<file path="config.mk">
export PLATFORM = sky130hd
export DESIGN_NAME = door_motor_sequencer_top
export DESIGN_NICKNAME = d
export VERILOG_FILES = /design/src/dms_pkg.sv /design/src/dms_core.sv /design/src/door_motor_sequencer_top.sv
export SDC_FILE = /design/constraint.sdc
export NUM_CORES = 1
export LEC_CHECK = 0
export BUFFER_PORTS_ARGS = -buffer_cell sky130_fd_sc_hd__buf_2
export CORE_ASPECT_RATIO = 1.75
export CORE_MARGIN = 2
export CORE_UTILIZATION = 52
export DETAILED_ROUTE_END_ITERATION = 8
export PLACE_DENSITY = 0.74
export SKIP_CTS_REPAIR_TIMING = 1
export SYNTH_ARGS = -nofsm -noshare
export SYNTH_HDL_FRONTEND = slang
export SYNTH_SLANG_ARGS = --single-unit
export TNS_END_PERCENT = 1
</file>
<file path="constraint.sdc">
create_clock -name clk_i -period 18.4 [get_ports clk_i]
set_clock_uncertainty 0.1 [all_clocks]
set_input_delay 0.92 -clock clk_i [delete_from_list [all_inputs] [get_ports clk_i]]
set_output_delay 0.92 -clock clk_i [all_outputs]
set_load 0.02 [all_outputs]
</file>
<file path="src/dms_pkg.sv">
// ---------------------------------------------------------------------------
// dms_pkg: shared definitions for the door motor sequencer
// Register map, command and mode codes, configuration and result types.
// ---------------------------------------------------------------------------
package dms_pkg;

  localparam int unsigned TIMER_WIDTH_DEF = 16;
  localparam int unsigned CFG_W           = 16;
  localparam int unsigned CFG_IDX_W       = 3;
  localparam int unsigned IN_DATA_W       = 8;
  localparam int unsigned OUT_DATA_W      = 8;

  // Configuration register indexes
  localparam logic [CFG_IDX_W-1:0] REG_MOVE_LIMIT = 3'd0;
  localparam logic [CFG_IDX_W-1:0] REG_BLINK      = 3'd1;
  localparam logic [CFG_IDX_W-1:0] REG_DEBOUNCE   = 3'd2;
  localparam logic [CFG_IDX_W-1:0] REG_HOLDOFF    = 3'd3;
  localparam logic [CFG_IDX_W-1:0] REG_END_STOP   = 3'd4;
  localparam logic [CFG_IDX_W-1:0] REG_POWER_ON   = 3'd5;

  // Reset values
  localparam logic [CFG_W-1:0] MOVE_LIMIT_RST = 16'd30000;
  localparam logic [CFG_W-1:0] BLINK_RST      = 16'd300;
  localparam logic [CFG_W-1:0] DEBOUNCE_RST   = 16'd50;
  localparam logic [CFG_W-1:0] HOLDOFF_RST    = 16'd1000;
  localparam logic [CFG_W-1:0] END_STOP_RST   = 16'd100;
  localparam logic [CFG_W-1:0] POWER_ON_RST   = 16'd300;

  typedef enum logic [1:0] {
    CMD_NONE  = 2'd0,
    CMD_OPEN  = 2'd1,
    CMD_CLOSE = 2'd2,
    CMD_STOP  = 2'd3
  } cmd_e;

  typedef enum logic [1:0] {
    MODE_IDLE    = 2'd0,
    MODE_OPENING = 2'd1,
    MODE_CLOSING = 2'd2
  } door_mode_e;

  typedef struct packed {
    logic [CFG_W-1:0] move_limit_ticks;
    logic [CFG_W-1:0] blink_ticks;
    logic [CFG_W-1:0] debounce_ticks;
    logic [CFG_W-1:0] holdoff_ticks;
    logic [CFG_W-1:0] end_stop_ticks;
    logic [CFG_W-1:0] power_on_ticks;
  } dms_cfg_t;

  // Packed so that motor_power sits in bit 0
  typedef struct packed {
    logic [1:0] door_mode;
    logic       fully_closed;
    logic       locked_lamp;
    logic       status_lamp;
    logic       motor_up;
    logic       motor_power;
  } dms_result_t;

endpackage

</file>
<file path="src/dms_core.sv">
// ---------------------------------------------------------------------------
// dms_core: per-tick state update of the door motor sequencer
// Holds the sequencer state and computes the next state and result of a tick.
// ---------------------------------------------------------------------------
module dms_core #(
  parameter int unsigned TIMER_WIDTH = dms_pkg::TIMER_WIDTH_DEF
) (
  input  logic                clk_i,
  input  logic                rst_ni,
  input  logic                tick_i,
  input  logic                button_raw_i,
  input  logic                end_switch_i,
  input  logic [1:0]          command_i,
  input  dms_pkg::dms_cfg_t   cfg_i,
  output dms_pkg::dms_result_t result_o
);

  localparam int unsigned TW    = TIMER_WIDTH;
  localparam int unsigned CW    = dms_pkg::CFG_W;
  localparam int unsigned CMP_W = (TW > CW) ? TW : CW;

  typedef logic [TW-1:0] tmr_t;
  typedef logic [CW-1:0] cnt_t;

  function automatic tmr_t sat_inc(input tmr_t v);
    return (v == {TW{1'b1}}) ? v : v + TW'(1);
  endfunction

  function automatic logic reached(input tmr_t t, input cnt_t lim);
    return CMP_W'(t) >= CMP_W'(lim);
  endfunction

  dms_pkg::door_mode_e mode_q, mode_d;
  logic moving_q, moving_d, blink_en_q, blink_en_d, lamp_q, lamp_d;
  logic locked_q, locked_d, power_q, power_d, dir_q, dir_d;
  tmr_t move_el_q, move_el_d, blink_el_q, blink_el_d, since_q, since_d;
  tmr_t deb_cnt_q, deb_cnt_d;
  cnt_t stop_cnt_q, stop_cnt_d, pwr_cnt_q, pwr_cnt_d;
  logic stop_armed_q, stop_armed_d, pwr_pend_q, pwr_pend_d;
  logic last_end_q, last_end_d, stable_q, stable_d, prev_btn_q, prev_btn_d;
  logic fell;
  dms_pkg::cmd_e cmd;

  assign cmd = dms_pkg::cmd_e'(command_i);

  always_comb begin
    mode_d       = mode_q;
    moving_d     = moving_q;
    blink_en_d   = blink_en_q;
    lamp_d       = lamp_q;
    locked_d     = locked_q;
    power_d      = power_q;
    dir_d        = dir_q;
    move_el_d    = move_el_q;
    blink_el_d   = blink_el_q;
    deb_cnt_d    = deb_cnt_q;
    stop_cnt_d   = stop_cnt_q;
    pwr_cnt_d    = pwr_cnt_q;
    stop_armed_d = stop_armed_q;
    pwr_pend_d   = pwr_pend_q;
    stable_d     = stable_q;
    fell         = 1'b0;

    since_d = sat_inc(since_q);

    // move timeout
    if (moving_d) begin
      if (reached(move_el_d, cfg_i.move_limit_ticks)) begin
        moving_d = 1'b0; blink_en_d = 1'b0; power_d = 1'b0; pwr_pend_d = 1'b0;
      end else begin
        move_el_d = sat_inc(move_el_d);
      end
    end

    // status lamp
    blink_el_d = sat_inc(blink_el_d);
    if (reached(blink_el_d, cfg_i.blink_ticks)) begin
      blink_el_d = '0;
      lamp_d     = blink_en_d ? !lamp_d : 1'b1;
    end

    // debounce
    if (button_raw_i != prev_btn_q) begin
      deb_cnt_d = '0;
    end else begin
      deb_cnt_d = sat_inc(deb_cnt_d);
    end
    prev_btn_d = button_raw_i;
    if (reached(deb_cnt_d, cfg_i.debounce_ticks) && (button_raw_i != stable_d)) begin
      stable_d = button_raw_i;
      fell     = !button_raw_i;
    end

    // button steps idle -> opening -> closing -> idle
    if (fell && reached(since_d, cfg_i.holdoff_ticks)) begin
      case (mode_d)
        dms_pkg::MODE_IDLE, dms_pkg::MODE_OPENING: begin
          mode_d     = (mode_d == dms_pkg::MODE_IDLE) ? dms_pkg::MODE_OPENING
                                                     : dms_pkg::MODE_CLOSING;
          move_el_d  = '0;
          moving_d   = 1'b1;
          blink_en_d = 1'b1;
          dir_d      = (mode_d == dms_pkg::MODE_OPENING);
          pwr_pend_d = 1'b1;
          pwr_cnt_d  = cfg_i.power_on_ticks;
        end
        default: begin
          mode_d   = dms_pkg::MODE_IDLE;
          moving_d = 1'b0; blink_en_d = 1'b0; power_d = 1'b0; pwr_pend_d = 1'b0;
        end
      endcase
      since_d = '0;
    end

    // end switch rise while closing
    if ((mode_d == dms_pkg::MODE_CLOSING) && end_switch_i && !last_end_q) begin
      locked_d     = 1'b1;
      stop_armed_d = 1'b1;
      stop_cnt_d   = cfg_i.end_stop_ticks;
    end
    if (stop_armed_d) begin
      if (stop_cnt_d == '0) begin
        moving_d = 1'b0; blink_en_d = 1'b0; power_d = 1'b0; pwr_pend_d = 1'b0;
        stop_armed_d = 1'b0;
      end else begin
        stop_cnt_d = stop_cnt_d - CW'(1);
      end
    end
    last_end_d = end_switch_i;

    // commands
    case (cmd)
      dms_pkg::CMD_OPEN, dms_pkg::CMD_CLOSE: begin
        if ((cmd == dms_pkg::CMD_OPEN) ? (mode_d != dms_pkg::MODE_OPENING)
                                       : (mode_d != dms_pkg::MODE_CLOSING)) begin
          mode_d     = (cmd == dms_pkg::CMD_OPEN) ? dms_pkg::MODE_OPENING
                                                  : dms_pkg::MODE_CLOSING;
          move_el_d  = '0;
          moving_d   = 1'b1;
          blink_en_d = 1'b1;
          dir_d      = (cmd == dms_pkg::CMD_OPEN);
          pwr_pend_d = 1'b1;
          pwr_cnt_d  = cfg_i.power_on_ticks;
        end
        since_d = '0;
      end
      dms_pkg::CMD_STOP: begin
        if (moving_d) begin
          mode_d   = dms_pkg::MODE_IDLE;
          moving_d = 1'b0; blink_en_d = 1'b0; power_d = 1'b0; pwr_pend_d = 1'b0;
        end
        since_d = '0;
      end
      default: ;
    endcase

    // delayed power enable
    if (pwr_pend_d) begin
      if (pwr_cnt_d == '0) begin
        power_d    = 1'b1;
        pwr_pend_d = 1'b0;
      end else begin
        pwr_cnt_d = pwr_cnt_d - CW'(1);
      end
    end
  end

  always_ff @(posedge clk_i or negedge rst_ni) begin
    if (!rst_ni) begin
      mode_q       <= dms_pkg::MODE_IDLE;
      moving_q     <= 1'b0;
      blink_en_q   <= 1'b0;
      lamp_q       <= 1'b0;
      locked_q     <= 1'b0;
      power_q      <= 1'b0;
      dir_q        <= 1'b0;
      move_el_q    <= '0;
      blink_el_q   <= '0;
      since_q      <= '0;
      deb_cnt_q    <= '0;
      stop_cnt_q   <= '0;
      pwr_cnt_q    <= '0;
      stop_armed_q <= 1'b0;
      pwr_pend_q   <= 1'b0;
      last_end_q   <= 1'b1;
      stable_q     <= 1'b0;
      prev_btn_q   <= 1'b0;
    end else if (tick_i) begin
      mode_q       <= mode_d;
      moving_q     <= moving_d;
      blink_en_q   <= blink_en_d;
      lamp_q       <= lamp_d;
      locked_q     <= locked_d;
      power_q      <= power_d;
      dir_q        <= dir_d;
      move_el_q    <= move_el_d;
      blink_el_q   <= blink_el_d;
      since_q      <= since_d;
      deb_cnt_q    <= deb_cnt_d;
      stop_cnt_q   <= stop_cnt_d;
      pwr_cnt_q    <= pwr_cnt_d;
      stop_armed_q <= stop_armed_d;
      pwr_pend_q   <= pwr_pend_d;
      last_end_q   <= last_end_d;
      stable_q     <= stable_d;
      prev_btn_q   <= prev_btn_d;
    end
  end

  assign result_o.motor_power  = power_d;
  assign result_o.motor_up     = dir_d;
  assign result_o.status_lamp  = lamp_d;
  assign result_o.locked_lamp  = locked_d;
  assign result_o.fully_closed = !end_switch_i;
  assign result_o.door_mode    = mode_d;

endmodule

</file>
<file path="src/door_motor_sequencer_top.sv">
// ---------------------------------------------------------------------------
// door_motor_sequencer_top: garage door motor sequencer
// Stream wrapper with configuration registers and result output register.
// ---------------------------------------------------------------------------
// Each request on the slave stream is one millisecond tick carrying the raw
// button level, the end switch level and an optional open/close/stop command.
// Each tick yields exactly one result on the master stream: relay drives,
// lamps, the fully-closed flag and the door mode.
// The tick's state update is done in the cycle it is taken and the result
// lands in the output register. A new tick can be taken every cycle; the
// only limit is the single output register, so s_axis_tready drops only
// while a result is held and the receiver stalls.
// Timing registers are written through the cfg channel (always ready), one
// 16-bit register per write; the user must do so only while no tick is in
// flight, as the block does not enforce it. Reset returns the sequencer
// state and timing registers to defaults; no result is pending after reset.
// ---------------------------------------------------------------------------
module door_motor_sequencer_top #(
  parameter int unsigned TIMER_WIDTH = dms_pkg::TIMER_WIDTH_DEF
) (
  input  logic                               clk_i,
  input  logic                               rst_ni,
  input  logic                               s_axis_tvalid,
  output logic                               s_axis_tready,
  // [0] button_raw, [1] end_switch, [3:2] command, [7:4] zero
  input  logic [dms_pkg::IN_DATA_W-1:0]      s_axis_tdata,
  output logic                               m_axis_tvalid,
  input  logic                               m_axis_tready,
  // [0] motor_power, [1] motor_up, [2] status_lamp, [3] locked_lamp,
  // [4] fully_closed, [6:5] door_mode, [7] zero
  output logic [dms_pkg::OUT_DATA_W-1:0]     m_axis_tdata,
  input  logic                               cfg_valid_i,
  output logic                               cfg_ready_o,
  input  logic [dms_pkg::CFG_IDX_W-1:0]      cfg_index_i,
  input  logic [dms_pkg::CFG_W-1:0]          cfg_data_i
);

  dms_pkg::dms_cfg_t    cfg_q;
  dms_pkg::dms_result_t result, result_q;
  logic                 out_valid_q;
  logic                 tick;

  assign cfg_ready_o   = 1'b1;
  assign s_axis_tready = !out_valid_q || m_axis_tready;
  assign tick          = s_axis_tvalid && s_axis_tready;

  always_ff @(posedge clk_i or negedge rst_ni) begin
    if (!rst_ni) begin
      cfg_q.move_limit_ticks <= dms_pkg::MOVE_LIMIT_RST;
      cfg_q.blink_ticks      <= dms_pkg::BLINK_RST;
      cfg_q.debounce_ticks   <= dms_pkg::DEBOUNCE_RST;
      cfg_q.holdoff_ticks    <= dms_pkg::HOLDOFF_RST;
      cfg_q.end_stop_ticks   <= dms_pkg::END_STOP_RST;
      cfg_q.power_on_ticks   <= dms_pkg::POWER_ON_RST;
    end else if (cfg_valid_i) begin
      case (cfg_index_i)
        dms_pkg::REG_MOVE_LIMIT: cfg_q.move_limit_ticks <= cfg_data_i;
        dms_pkg::REG_BLINK:      cfg_q.blink_ticks      <= cfg_data_i;
        dms_pkg::REG_DEBOUNCE:   cfg_q.debounce_ticks   <= cfg_data_i;
        dms_pkg::REG_HOLDOFF:    cfg_q.holdoff_ticks    <= cfg_data_i;
        dms_pkg::REG_END_STOP:   cfg_q.end_stop_ticks   <= cfg_data_i;
        dms_pkg::REG_POWER_ON:   cfg_q.power_on_ticks   <= cfg_data_i;
        default: ;
      endcase
    end
  end

  dms_core #(
    .TIMER_WIDTH (TIMER_WIDTH)
  ) u_core (
    .clk_i        (clk_i),
    .rst_ni       (rst_ni),
    .tick_i       (tick),
    .button_raw_i (s_axis_tdata[0]),
    .end_switch_i (s_axis_tdata[1]),
    .command_i    (s_axis_tdata[3:2]),
    .cfg_i        (cfg_q),
    .result_o     (result)
  );

  always_ff @(posedge clk_i or negedge rst_ni) begin
    if (!rst_ni) begin
      out_valid_q <= 1'b0;
    end else if (tick) begin
      out_valid_q <= 1'b1;
    end else if (m_axis_tready) begin
      out_valid_q <= 1'b0;
    end
  end

  always_ff @(posedge clk_i) begin
    if (tick) begin
      result_q <= result;
    end
  end

  assign m_axis_tvalid = out_valid_q;
  assign m_axis_tdata  = {1'b0, result_q};

endmodule

</file>
# Yosys cells after proc, flatten, opt, wreduce, memory -nomap -nowiden
# Cells that the tools add are included.
[word_totals]
reg_bits = 213
input_bits = 32
out_inout_bits = 11
[op_classes]
n_mux = 80
n_lt_le_gt_ge = 4
n_reduce_logical = 26
n_addsub = 6
eq_ne = 19
[ops]
columns = ["cell", "n"]
rows = [
  ["16-bit 2-to-1 mux", 23],
  ["16-bit by 1-bit adder with 16-bit output (second input constant)", 4],
  ["16-bit == test (second input constant)", 4],
  ["16-bit >= comparator", 4],
  ["1-bit 2-to-1 mux", 47],
  ["16-bit zero test", 2],
  ["16-bit by 1-bit subtractor with 16-bit output (second input constant)", 2],
  ["2-bit AND reduction", 7],
  ["2-bit 2-to-1 mux", 6],
  ["2-bit by 1-bit == test with 1-bit output (second input constant)", 3],
  ["2-bit == test (second input constant)", 3],
  ["3-bit by 2-bit == test with 1-bit output (second input constant)", 2],
  ["3-bit == test (second input constant)", 2],
  ["1-bit one-hot mux with 2 select lines", 3],
  ["1-bit logical AND", 5],
  ["1-bit zero test", 5],
  ["2-bit one-hot mux with 2 select lines", 1],
  ["2-bit OR reduction", 2],
  ["3-bit by 1-bit == test with 1-bit output (second input constant)", 1],
  ["3-bit zero test", 1],
  ["3-bit OR reduction", 1],
  ["2-bit zero test", 1],
  ["1-bit != test", 2],
  ["2-bit by 1-bit != test with 1-bit output (second input constant)", 1],
  ["other kinds (3)", 3],
]

# Depth between registers and ports, before layout
# Gate-level depths: netlist (run 1).
[depth]
ltp_word = 19
mapped_depth = 34

# By module
# Synthesis (run 1) repeated with hierarchy kept, for this count alone.
[unflattened]
cells_unflattened = 1394
area_unflattened_um2 = 13780.7
[by_module_without_submodules]
columns = ["module", "n_inst", "area_per_inst_um2", "seq_area_each_um2", "cells_per_inst"]
rows = [
  ["dms_core", 1, 9754.4, 2728.9, 1171],
  ["door_motor_sequencer_top", 1, 4026.4, 2671.3, 223],
]

# Worst setup path after synthesis (run 1)
# Ideal clock, no wire load.
[synth_timing]
kind = "flip-flop to flip-flop"
start = "reg u_core.since_q[0]"
end = "reg u_core.pwr_cnt_q[8]"
path_stages_with_launch = 32
setup_time_ns = 0.126
setup_slack_ns = 11.609
t_arrival_ns = 6.565
required_ns = 18.174
path_cell_list = "dfrtp_1 ha_1 nand3_1 or3_1 or3_1 clkbuf_1 and2_1 and3_1 xor2_1 ha_1 nand2_1 nor3_1 o211ai_1 and3_1 buf_2 nor2_8 mux2i_4 buf_2 buf_2 mux2i_1 ha_1 nor4b_1 nand2_1 nor3_1 o32ai_1 nor4_2 o2bb2ai_1 nand2_1 buf_2 nor3b_1 xor2_1 a221o_1"
[synth_between]
elab_chain_cells = 15
elab_cells_between_ends = 31
cone_classes = "2 x add/sub; 1 x order compare; 4 x eq/ne; 19 x mux; 5 x reduce/logical"
[synth_lines]
columns = ["element", "line", "source"]
rows = [
  ["start: declaration", "dms_core.sv:36", "tmr_t move_el_q, move_el_d, blink_el_q, blink_el_d, since_q, since_d;"],
  ["start signal: assignment", "dms_core.sv:198", "since_q <= since_d;"],
  ["16-bit by 1-bit adder with 16-bit output or 16-bit == test (tied branches)", "dms_core.sv:26", "return (v == {TW{1'b1}}) ? v : v + TW'(1);"],
  ["16-bit 2-to-1 mux *", "dms_core.sv:26", ""],
  ["16-bit >= comparator *", "dms_core.sv:30", "return CMP_W'(t) >= CMP_W'(lim);"],
  ["1-bit logical AND *", "dms_core.sv:95", "if (fell && reached(since_d, cfg_i.holdoff_ticks)) begin"],
  ["branches (longest 10 deep; another with 16-bit by 1-bit subtractor with 16-bit output)", "n/a", ""],
  ["16-bit 2-to-1 mux *", "dms_core.sv:158", "if (pwr_pend_d) begin"],
  ["end signal: assignment", "dms_core.sv:201", "pwr_cnt_q <= pwr_cnt_d;"],
  ["end: declaration", "dms_core.sv:38", "cnt_t stop_cnt_q, stop_cnt_d, pwr_cnt_q, pwr_cnt_d;"],
]
# Every way passes the cells marked *.
# A chain may end at the register's enable or synchronous reset.

# Worst setup path after layout (run 1)
[layout_timing]
start = "reg u_core.since_q[0]"
end = "reg u_core.pwr_cnt_q[11]"
# The elaborated chain is that of the path after synthesis.

==> out/results.tsv, run 1 <==
stage	metric	value	unit
yosys	avgSynthCellArea	8.98	sq um
power	ir_drop	0.0000917	V
drt	dr.pass1.iters	5	
flow_run	timing.max_cap.violations	0	
yosys	synth_cells	1483	
critical_path	startpoint_type	flip-flop	
yosys	synth_simple_gate_area_share	20.2	%
yosys	synthAdderAreaFrac	7.05	%
yosys	ys_seq_elements	213	
critical_path	r2r-start	u_core.since_q[0]	
floorplan	die_y	216	microns
cts	clock_tree.root_cell	clkbuf_16	
cells_and_area	n_fill_cell	2253	
timing	setup_viol	0	
floorplan	core	0.0252	sq mm
global_routing	grt_pass1_wl	55.0	mm
timing	relSlewSlack	34.0	%
cells_and_area	drive_gt1_share	13.2	%
drt	vias	11100	
floorplan	die_w	125	microns
power	p_per_area	107	mW/mm^2
cts	cts_tree	built	
yosys	synthArstFlopShare	96.7	%
floorplan	pin_count	43	
timing	whs	0.325	ns
global_routing	grt-ovfl-total	0	
cts	clkTransAtPathRegs	0.07	ns
yosys	synth_commonest_cells	226 x nand2_1, 178 x dfrtp_1, 119 x o21ai_0	
timing	fin_setup_tns	0	ns
power	leakage	6.52	nW
yosys	ys_seq_area_share	40.6	%
yosys	synth_edf_count	7	
global_routing	grt_max_degree	74	
yosys	synth.distinct_cells	86	
cts	cts.sinks	213	
critical_path	worst_ep_required_time	18.70	ns
floorplan	start_util	52.7	%
timing	finalHoldViolations	0	
drt	wl_per_cell	18.3	microns
timing	max_freq	124	MHz
drt	drt-initial-drc-count	768	
min_path	min_path_type	in2async	
cts	ctsHtreeMaxLevel	1	
cts	numCtsBuffers	21	
timing	rsz0062_at_grt	no	
timing	drv_slew	0	
critical_path	crit_arrival	8.38	ns
timing	period_share	43.9	%
yosys	synth-compound-area-share	16.4	%
critical_path	startpoint	u_core.since_q[0]	
critical_path	path_max_fanout	33	
drt	postRouteAntennaNets	0	
global_routing	grt_use_total	24.8	%
yosys	synth_top_family_by_area	simple AND/OR/NAND/NOR gates	
placed_design	numPortBuffers	36	
critical_path	critPathKind	reg2reg	
global_routing	grt_pass1_vias	11000	
yosys	post-synth-top-count-cell	nand2_1	
run_status	status	finished, final reports clean	
global_routing	antenna_found_initial	0	
drt	via_per_inst	6.08	
floorplan	design.die.area	0.0269	sq mm
yosys	synthMuxAreaShare	8.48	%
yosys	yosysTopAreaCell	dfrtp_1	
placed_design	gp_congestion	0.933	
cts	cts_buffer_depth	3	
yosys	yosys_warnings	0	
cells_and_area	synthToLayoutAreaGrowth	8.46	%
drt	route.detailed.drc	0	
yosys	synth.area.top_cells	dfrtp_1 33%, ha_1 7.0%, nand2_1 6.4%, dfstp_2 5.5%, mux2_2 5.1%	
timing	worstMarginPinSlew	0.985	ns
yosys	ys.flop_type	dfrtp_1	
cts	worstSkewPairLatency	0.52	ns
drt	wirelength	33.3	mm
timing	fin_crit	8.08	ns
cells_and_area	num-nets-final	1598	
critical_path	endpoint_kind	flip-flop	
placed_design	place_hpwl	22.8	mm
yosys	synth.top_cell.area_share	33.5	%
yosys	syn-num-nets	1590	
yosys	synth_area	0.0133	sq mm
cells_and_area	antenna_cells	0	
yosys	synth_xor_area_share	3.03	%
floorplan	fp-row-count	77	
-- flip-flops by register name, indices dropped and copies added, names as in the netlist --
register / count
u_core.lamp_q: 1
u_core.stop_armed_q: 1
m_axis_tvalid: 1
u_core.deb_cnt_q: 16
cfg_q: 96
u_core.mode_q: 2
u_core.dir_q: 1
u_core.move_el_q: 16
u_core.pwr_pend_q: 1
u_core.stable_q: 1
u_core.moving_q: 1
u_core.blink_en_q: 1
u_core.prev_btn_q: 1
u_core.pwr_cnt_q: 16
u_core.blink_el_q: 16
u_core.last_end_q: 1
u_core.since_q: 16
m_axis_tdata: 7
u_core.stop_cnt_q: 16
u_core.locked_q: 1
u_core.power_q: 1
-- cell usage in the layout (no fill, tap or decap), types with 7 or more instances in the layout --
cell type  synthesis  final
a21o_1            19     19
a21oi_1           82     82
a22o_1            14     14
a31oi_1           10     10
and3_1            22     22
buf_2              9     35
buf_4              2     15
clkbuf_1          52      9
clkbuf_16          0     21
clkbuf_8           0      7
dfrtp_1          178    178
dfstp_2           28     28
edfxtp_1           7      7
ha_1              75     75
inv_1             80     79
mux2_2            60     60
mux2i_1           43     43
nand2_1          226    225
nand2b_1          16     16
nand3_1           37     37
nand4_1           21     21
nor2_1           117    117
nor3_1            41     40
nor4_1            16     16
o211ai_1           7      7
o21a_1            13     13
o21ai_0          119    118
o22ai_1            8      8
o31ai_1           11     11
or3_1             15     15
xnor2_1           16     16
xor2_1            30     30
-- through the flow --
stage / power [mW] / utilization, % / cell area [sq um] / setup WS [ns] / std cells
global placement: 1.10 / 54.6 / 13800 / 10.70 / 1784
floorplan: 0.996 / - / 13300 / 11.61 / 1483
finish: 1.54 / 57.2 / 14400 / 10.32 / 1821
global route: 1.64 / 57.2 / 14400 / 9.80 / 1821
CTS: 1.55 / 57.2 / 14400 / 10.42 / 1821
detailed placement: 1.12 / 54.6 / 13800 / 10.45 / 1784
-- final timing paths --
kind	slack [ns]	depth (start not counted)	end
worst max-delay path	10.32	27	u_core.pwr_cnt_q[11]
worst min-delay path	0.33	1	u_core.deb_cnt_q[1]
worst max register to register	10.32	27	u_core.pwr_cnt_q[11]
worst min register to register	0.36	1	u_core.locked_q
max in group asynchronous	16.52	2	u_core.stop_cnt_q[14]
min in group clk_i	0.36	1	u_core.locked_q
-- final cells by class --
class,instances,area [sq um],share of cell area [%]
timing repair buffer,51,302,2.09
inverter,80,300,2.08
clock inverter,1,5.00,0.0347
clock buffer,36,642,4.45
tap,316,395,2.74
sequential,213,5400,37.4
multi-input combinational,1124,7390,51.2
-- power by group --
group	switching [mW]	total, mW	internal (mW)
registers	0.101	0.680	0.580
clock network	0.181	0.417	0.236
logic	0.248	0.442	0.193
total	0.529	1.54	1.01
-- worst max-delay path: stages, from the launching register on --
cell and delay, ns:
dfrtp_1 0.42, ha_1 0.21, nand3_1 0.17, or3_1 0.41, or3_1 0.50, and2_1 0.24
and3_1 0.18, xor2_1 0.16, ha_1 0.30, nand2_1 0.05, nor3_1 0.25, o211ai_1 0.16
and3_1 0.38, nor2_8 0.24, mux2i_4 0.24, buf_4 0.40, mux2i_1 0.28, ha_1 0.28
nor4b_1 0.31, nand2_1 0.15, nor3_1 0.53, o32ai_1 0.18, nor4_2 0.51, o2bb2ai_1 0.17
nand3_1 0.53, or4_1 0.20, o211ai_1 0.08, a221o_1 0.32
-- kinds of logic after synthesis --
group,after synthesis
adder cells (fa/ha/maj),75
flip-flops,213
AND/OR/NAND/NOR,558
buffers and inverters,146
XOR/XNOR,46
other,2
AO/OA/AOI/OAI,339
multiplexers,104
-- metal layers --
metal / vias up / GRT usage, % / wire length (microns)
li1: 5285 / - / -
met1: 5406 / 29.5 / 13300
met2: 301 / 44.9 / 17100
met3: 82 / 2.23 / 1370
met4: 0 / 12.2 / 1540
met5: - / 0 / 0
No activity file was read; power rests on OpenSTA's default activity.
==> run 2: changes to the inputs <==
--- a/config.mk
+++ b/config.mk
@@ -5,6 +5,7 @@
 export SDC_FILE = /design/constraint.sdc
 export NUM_CORES = 1
 export LEC_CHECK = 0
+export ABC_AREA = 1
 export BUFFER_PORTS_ARGS = -buffer_cell sky130_fd_sc_hd__buf_2
 export CORE_ASPECT_RATIO = 1.75
 export CORE_MARGIN = 2
==> constraint.sdc (replaced) <==
create_clock -name clk_i -period 7.5 [get_ports clk_i]
set_clock_uncertainty 0.1 [all_clocks]
set_input_delay 0.375 -clock clk_i [delete_from_list [all_inputs] [get_ports clk_i]]
set_output_delay 0.375 -clock clk_i [all_outputs]
set_load 0.02 [all_outputs]
==> run 2 against run 1 <==
Worst hold slack worse by 0.28 ns; flip-flop and latch count unchanged; worst setup slack lost 9.3 ns; sequential share of layout area about the same; sequential power grew 130%; largest cell class unchanged; clock power increased to 2.8 times the previous value.
==> out/results.tsv, run 2 <==
stage	metric	value	unit	change
placed_design	dpl_cell_area	0.0137	sq mm	-0.75%
drt	vias	11600		+5.1%
drt	wirelength	33.5	mm	+0.66%
timing	worstMarginPinSlew	1.05	ns	+0.0654 ns
placed_design	place_hpwl	23.7	mm	+3.8%
timing	relSlewSlack	29.8	%	-4.2 points
cells_and_area	n_fill_cell	2403		+6.7%
floorplan	core	0.0252	sq mm	unchanged
timing	rsz0062_at_grt	no		
drt	wl_per_cell	15.9	microns	-13%
critical_path	cp_slowest_cell	mux2i_1		
floorplan	die_w	125	microns	about the same
critical_path	startpoint_type	flip-flop		
power	leakage	7.12	nW	+9.1%
yosys	post-synth-top-count-cell	nand2_1		
cts	cts_tree	built		
cells_and_area	finalNonFillerCells	2113		+16%
floorplan	pin_count	43		unchanged
cells_and_area	antenna_cells	0		unchanged
cells_and_area	layout_commonest_cell	nand2_1		
flow_run	timing.max_cap.violations	0		unchanged
yosys	synth_commonest_cells	492 x nand2_1, 241 x inv_1, 178 x dfrtp_1		
power	ir_drop	0.000169	V	+84%
power	seqPwrFrac	37.9	%	-6.3 points
global_routing	grt_max_degree	85		+15%
floorplan	start_util	52.8	%	+0.079 points
yosys	ys_seq_elements	213		unchanged
yosys	synth_cells	1769		+19%
power	clockPowerShare	28.1	%	+1.0 points
cts	ctsHtreeMaxLevel	1		unchanged
cells_and_area	largest_register_ffs	96		unchanged
cells_and_area	synthToLayoutAreaGrowth	8.44	%	about the same
floorplan	design.die.area	0.0270	sq mm	+0.15%
yosys	ys_seq_area_share	40.5	%	-0.061 points
floorplan	die_y	216	microns	about the same
critical_path	crit_arrival	6.75	ns	-1.63 ns
critical_path	worst_ep_required_time	7.81	ns	-10.89 ns
yosys	synth.area.top_cells	dfrtp_1 33%, nand2_1 14%, ha_1 7.0%, inv_1 6.8%, o21ai_0 6.5%		
cells_and_area	postLayoutCoreUtil	57.3	%	+0.074 points
yosys	synth-compound-area-share	12.9	%	-3.5 points
placed_design	pre_cts_slack	1.11	ns	-9.34 ns
cells_and_area	num-nets-final	1888		+18%
critical_path	path_delay_family	simple AND/OR/NAND/NOR gates		
timing	setup_viol	0		unchanged
timing	fin_ws	1.06	ns	-9.26 ns
timing	whs	0.0470	ns	-0.278 ns
yosys	synth_area	0.0133	sq mm	+0.15%
placed_design	gp_congestion	0.896		-3.9%
yosys	synth.distinct_cells	58		-33%
yosys	ys.flop_type	dfrtp_1		
critical_path	path_buf_inv	4		+3
cells_and_area	drive_gt1_share	9.52	%	-3.6 points
min_path	min_path_type	in2reg		
floorplan	fp-row-count	77		unchanged
cells_and_area	largest_register	cfg_q		
global_routing	grt_pass1_wl	55.6	mm	+1.0%
cells_and_area	seq_area	0.00540	sq mm	unchanged
yosys	synthArstFlopShare	96.7	%	unchanged
timing	max_freq	155	MHz	+25%
power	comb_power_share	34.1	%	+5.4 points
timing	fin_setup_tns	0	ns	unchanged
cells_and_area	final_cell_mix	491 x nand2_1, 240 x inv_1, 178 x dfrtp_1, 172 x o21ai_0, 97 x nand3_1		
run_status	status	finished, final reports clean		
cells_and_area	multi_input_area	0.00674	sq mm	-8.8%
global_routing	antenna_found_initial	0		unchanged
placed_design	numPortBuffers	36		unchanged
cts	clock_tree.root_cell	clkbuf_16		
power	p_sw_share	37.5	%	+3.1 points
yosys	synthAdderAreaFrac	7.04	%	-0.011 points
global_routing	grt_use_total	25.1	%	+0.26 points
cts	clkTransAtPathRegs	0.06	ns	about the same
timing	finalHoldViolations	0		unchanged
drt	route.detailed.drc	0		unchanged
drt	postRouteAntennaNets	0		unchanged
global_routing	grt-ovfl-total	0		unchanged
power	p_sw	1.56	mW	+190%
critical_path	endpoint_kind	flip-flop		
timing	drv_slew	0		unchanged
yosys	synth_edf_count	7		unchanged
yosys	synth_simple_gate_area_share	27.7	%	+7.5 points
critical_path	critPathKind	reg2reg		
cts	numCtsBuffers	22		+4.8%
power	p_int	2.60	mW	+160%
cts	cts.sinks	213		unchanged
placed_design	placed_cells	2072		+16%
power	p_per_area	288	mW/mm^2	+170%
cells_and_area	fin_area	0.0145	sq mm	+0.13%
global_routing	grt_pass1_vias	11500		+4.7%
yosys	synth.top_cell.area_share	33.4	%	-0.050 points
timing	period_share	85.9	%	+42 points
cts	worstSkewPairLatency	0.53	ns	about the same
critical_path	slowest_delay	0.46	ns	-0.07 ns
drt	via_per_inst	5.51		-9.4%
drt	drt-initial-drc-count	779		+1.4%
drt	dr.pass1.iters	6		+1
yosys	yosys_warnings	0		unchanged
cts	cts_buffer_depth	3		unchanged
critical_path	path_max_fanout	27		-18%
yosys	avgSynthCellArea	7.54	sq um	-16%
yosys	syn-num-nets	1876		+18%
yosys	synthMuxAreaShare	0.0751	%	-8.4 points
yosys	yosysTopAreaCell	dfrtp_1		
timing	fin_crit	6.44	ns	-1.64 ns
yosys	synth_xor_area_share	2.82	%	-0.20 points
power	power	4.16	mW	+170%
yosys	synth_top_family_by_area	simple AND/OR/NAND/NOR gates		
run 2: routing by layer:
metal / vias to the layer above / wire (microns) / track usage (%)
li1: 5775 / - / -
met1: 5503 / 12900 / 27.5
met2: 262 / 17500 / 46.7
met3: 98 / 1260 / 2.68
met4: 0 / 1800 / 13.9
met5: - / 0 / 0
run 2: logic make-up after synthesis:
| logic type | Yosys count |
|---|---|
| compound gates | 308 |
| simple gates | 828 |
| mux | 1 |
| fa+ha+maj | 75 |
| xor+xnor | 43 |
| buf+inv | 299 |
| other cells | 2 |
| flops | 213 |
run 2: worst register-to-register path, delay by kind of cell (launching register included):
kind,cells,cell delay (ns)
buffers and inverters,4,0.32
adder cells (fa/ha/maj),3,0.80
flip-flops,1,0.39
multiplexers,1,0.47
AO/OA/AOI/OAI,3,0.45
XOR/XNOR,1,0.22
AND/OR/NAND/NOR,25,3.59
run 2: cell type report:
type	instances	area share [%]
Multi-Input combinational cell	1257	46.6
Sequential cell	213	37.4
Inverter	244	6.35
Clock buffer	31	4.40
Tap cell	316	2.73
Timing Repair Buffer	43	1.69
Clock inverter	9	0.857
run 2: path summary, 6_finish.rpt:
kind | slack [ns] | from | end | depth (start not counted)
worst max-delay path | 1.06 | u_core.since_q[0] | u_core.pwr_cnt_q[1] | 37
worst min-delay path | 0.05 | s_axis_tdata[1] | u_core.last_end_q | 3
worst max register to register | 1.06 | u_core.since_q[0] | u_core.pwr_cnt_q[1] | 37
worst min register to register | 0.36 | u_core.locked_q | u_core.locked_q | 2
max in group asynchronous | 5.45 | rst_ni | u_core.move_el_q[0] | 3
min in group asynchronous | 0.35 | rst_ni | u_core.since_q[14] | 2
run 2: power by group through the flow:
stage          logic [mW]  registers [mW]  clock network (mW)
2_1_floorplan        1.10            1.56                   0
3_3_place_gp         1.37            1.58                   0
3_5_place_dp         1.41            1.59                   0
4_1_cts              1.42            1.57                1.19
5_1_grt              1.63            1.60                1.23
6_report             1.42            1.58                1.17
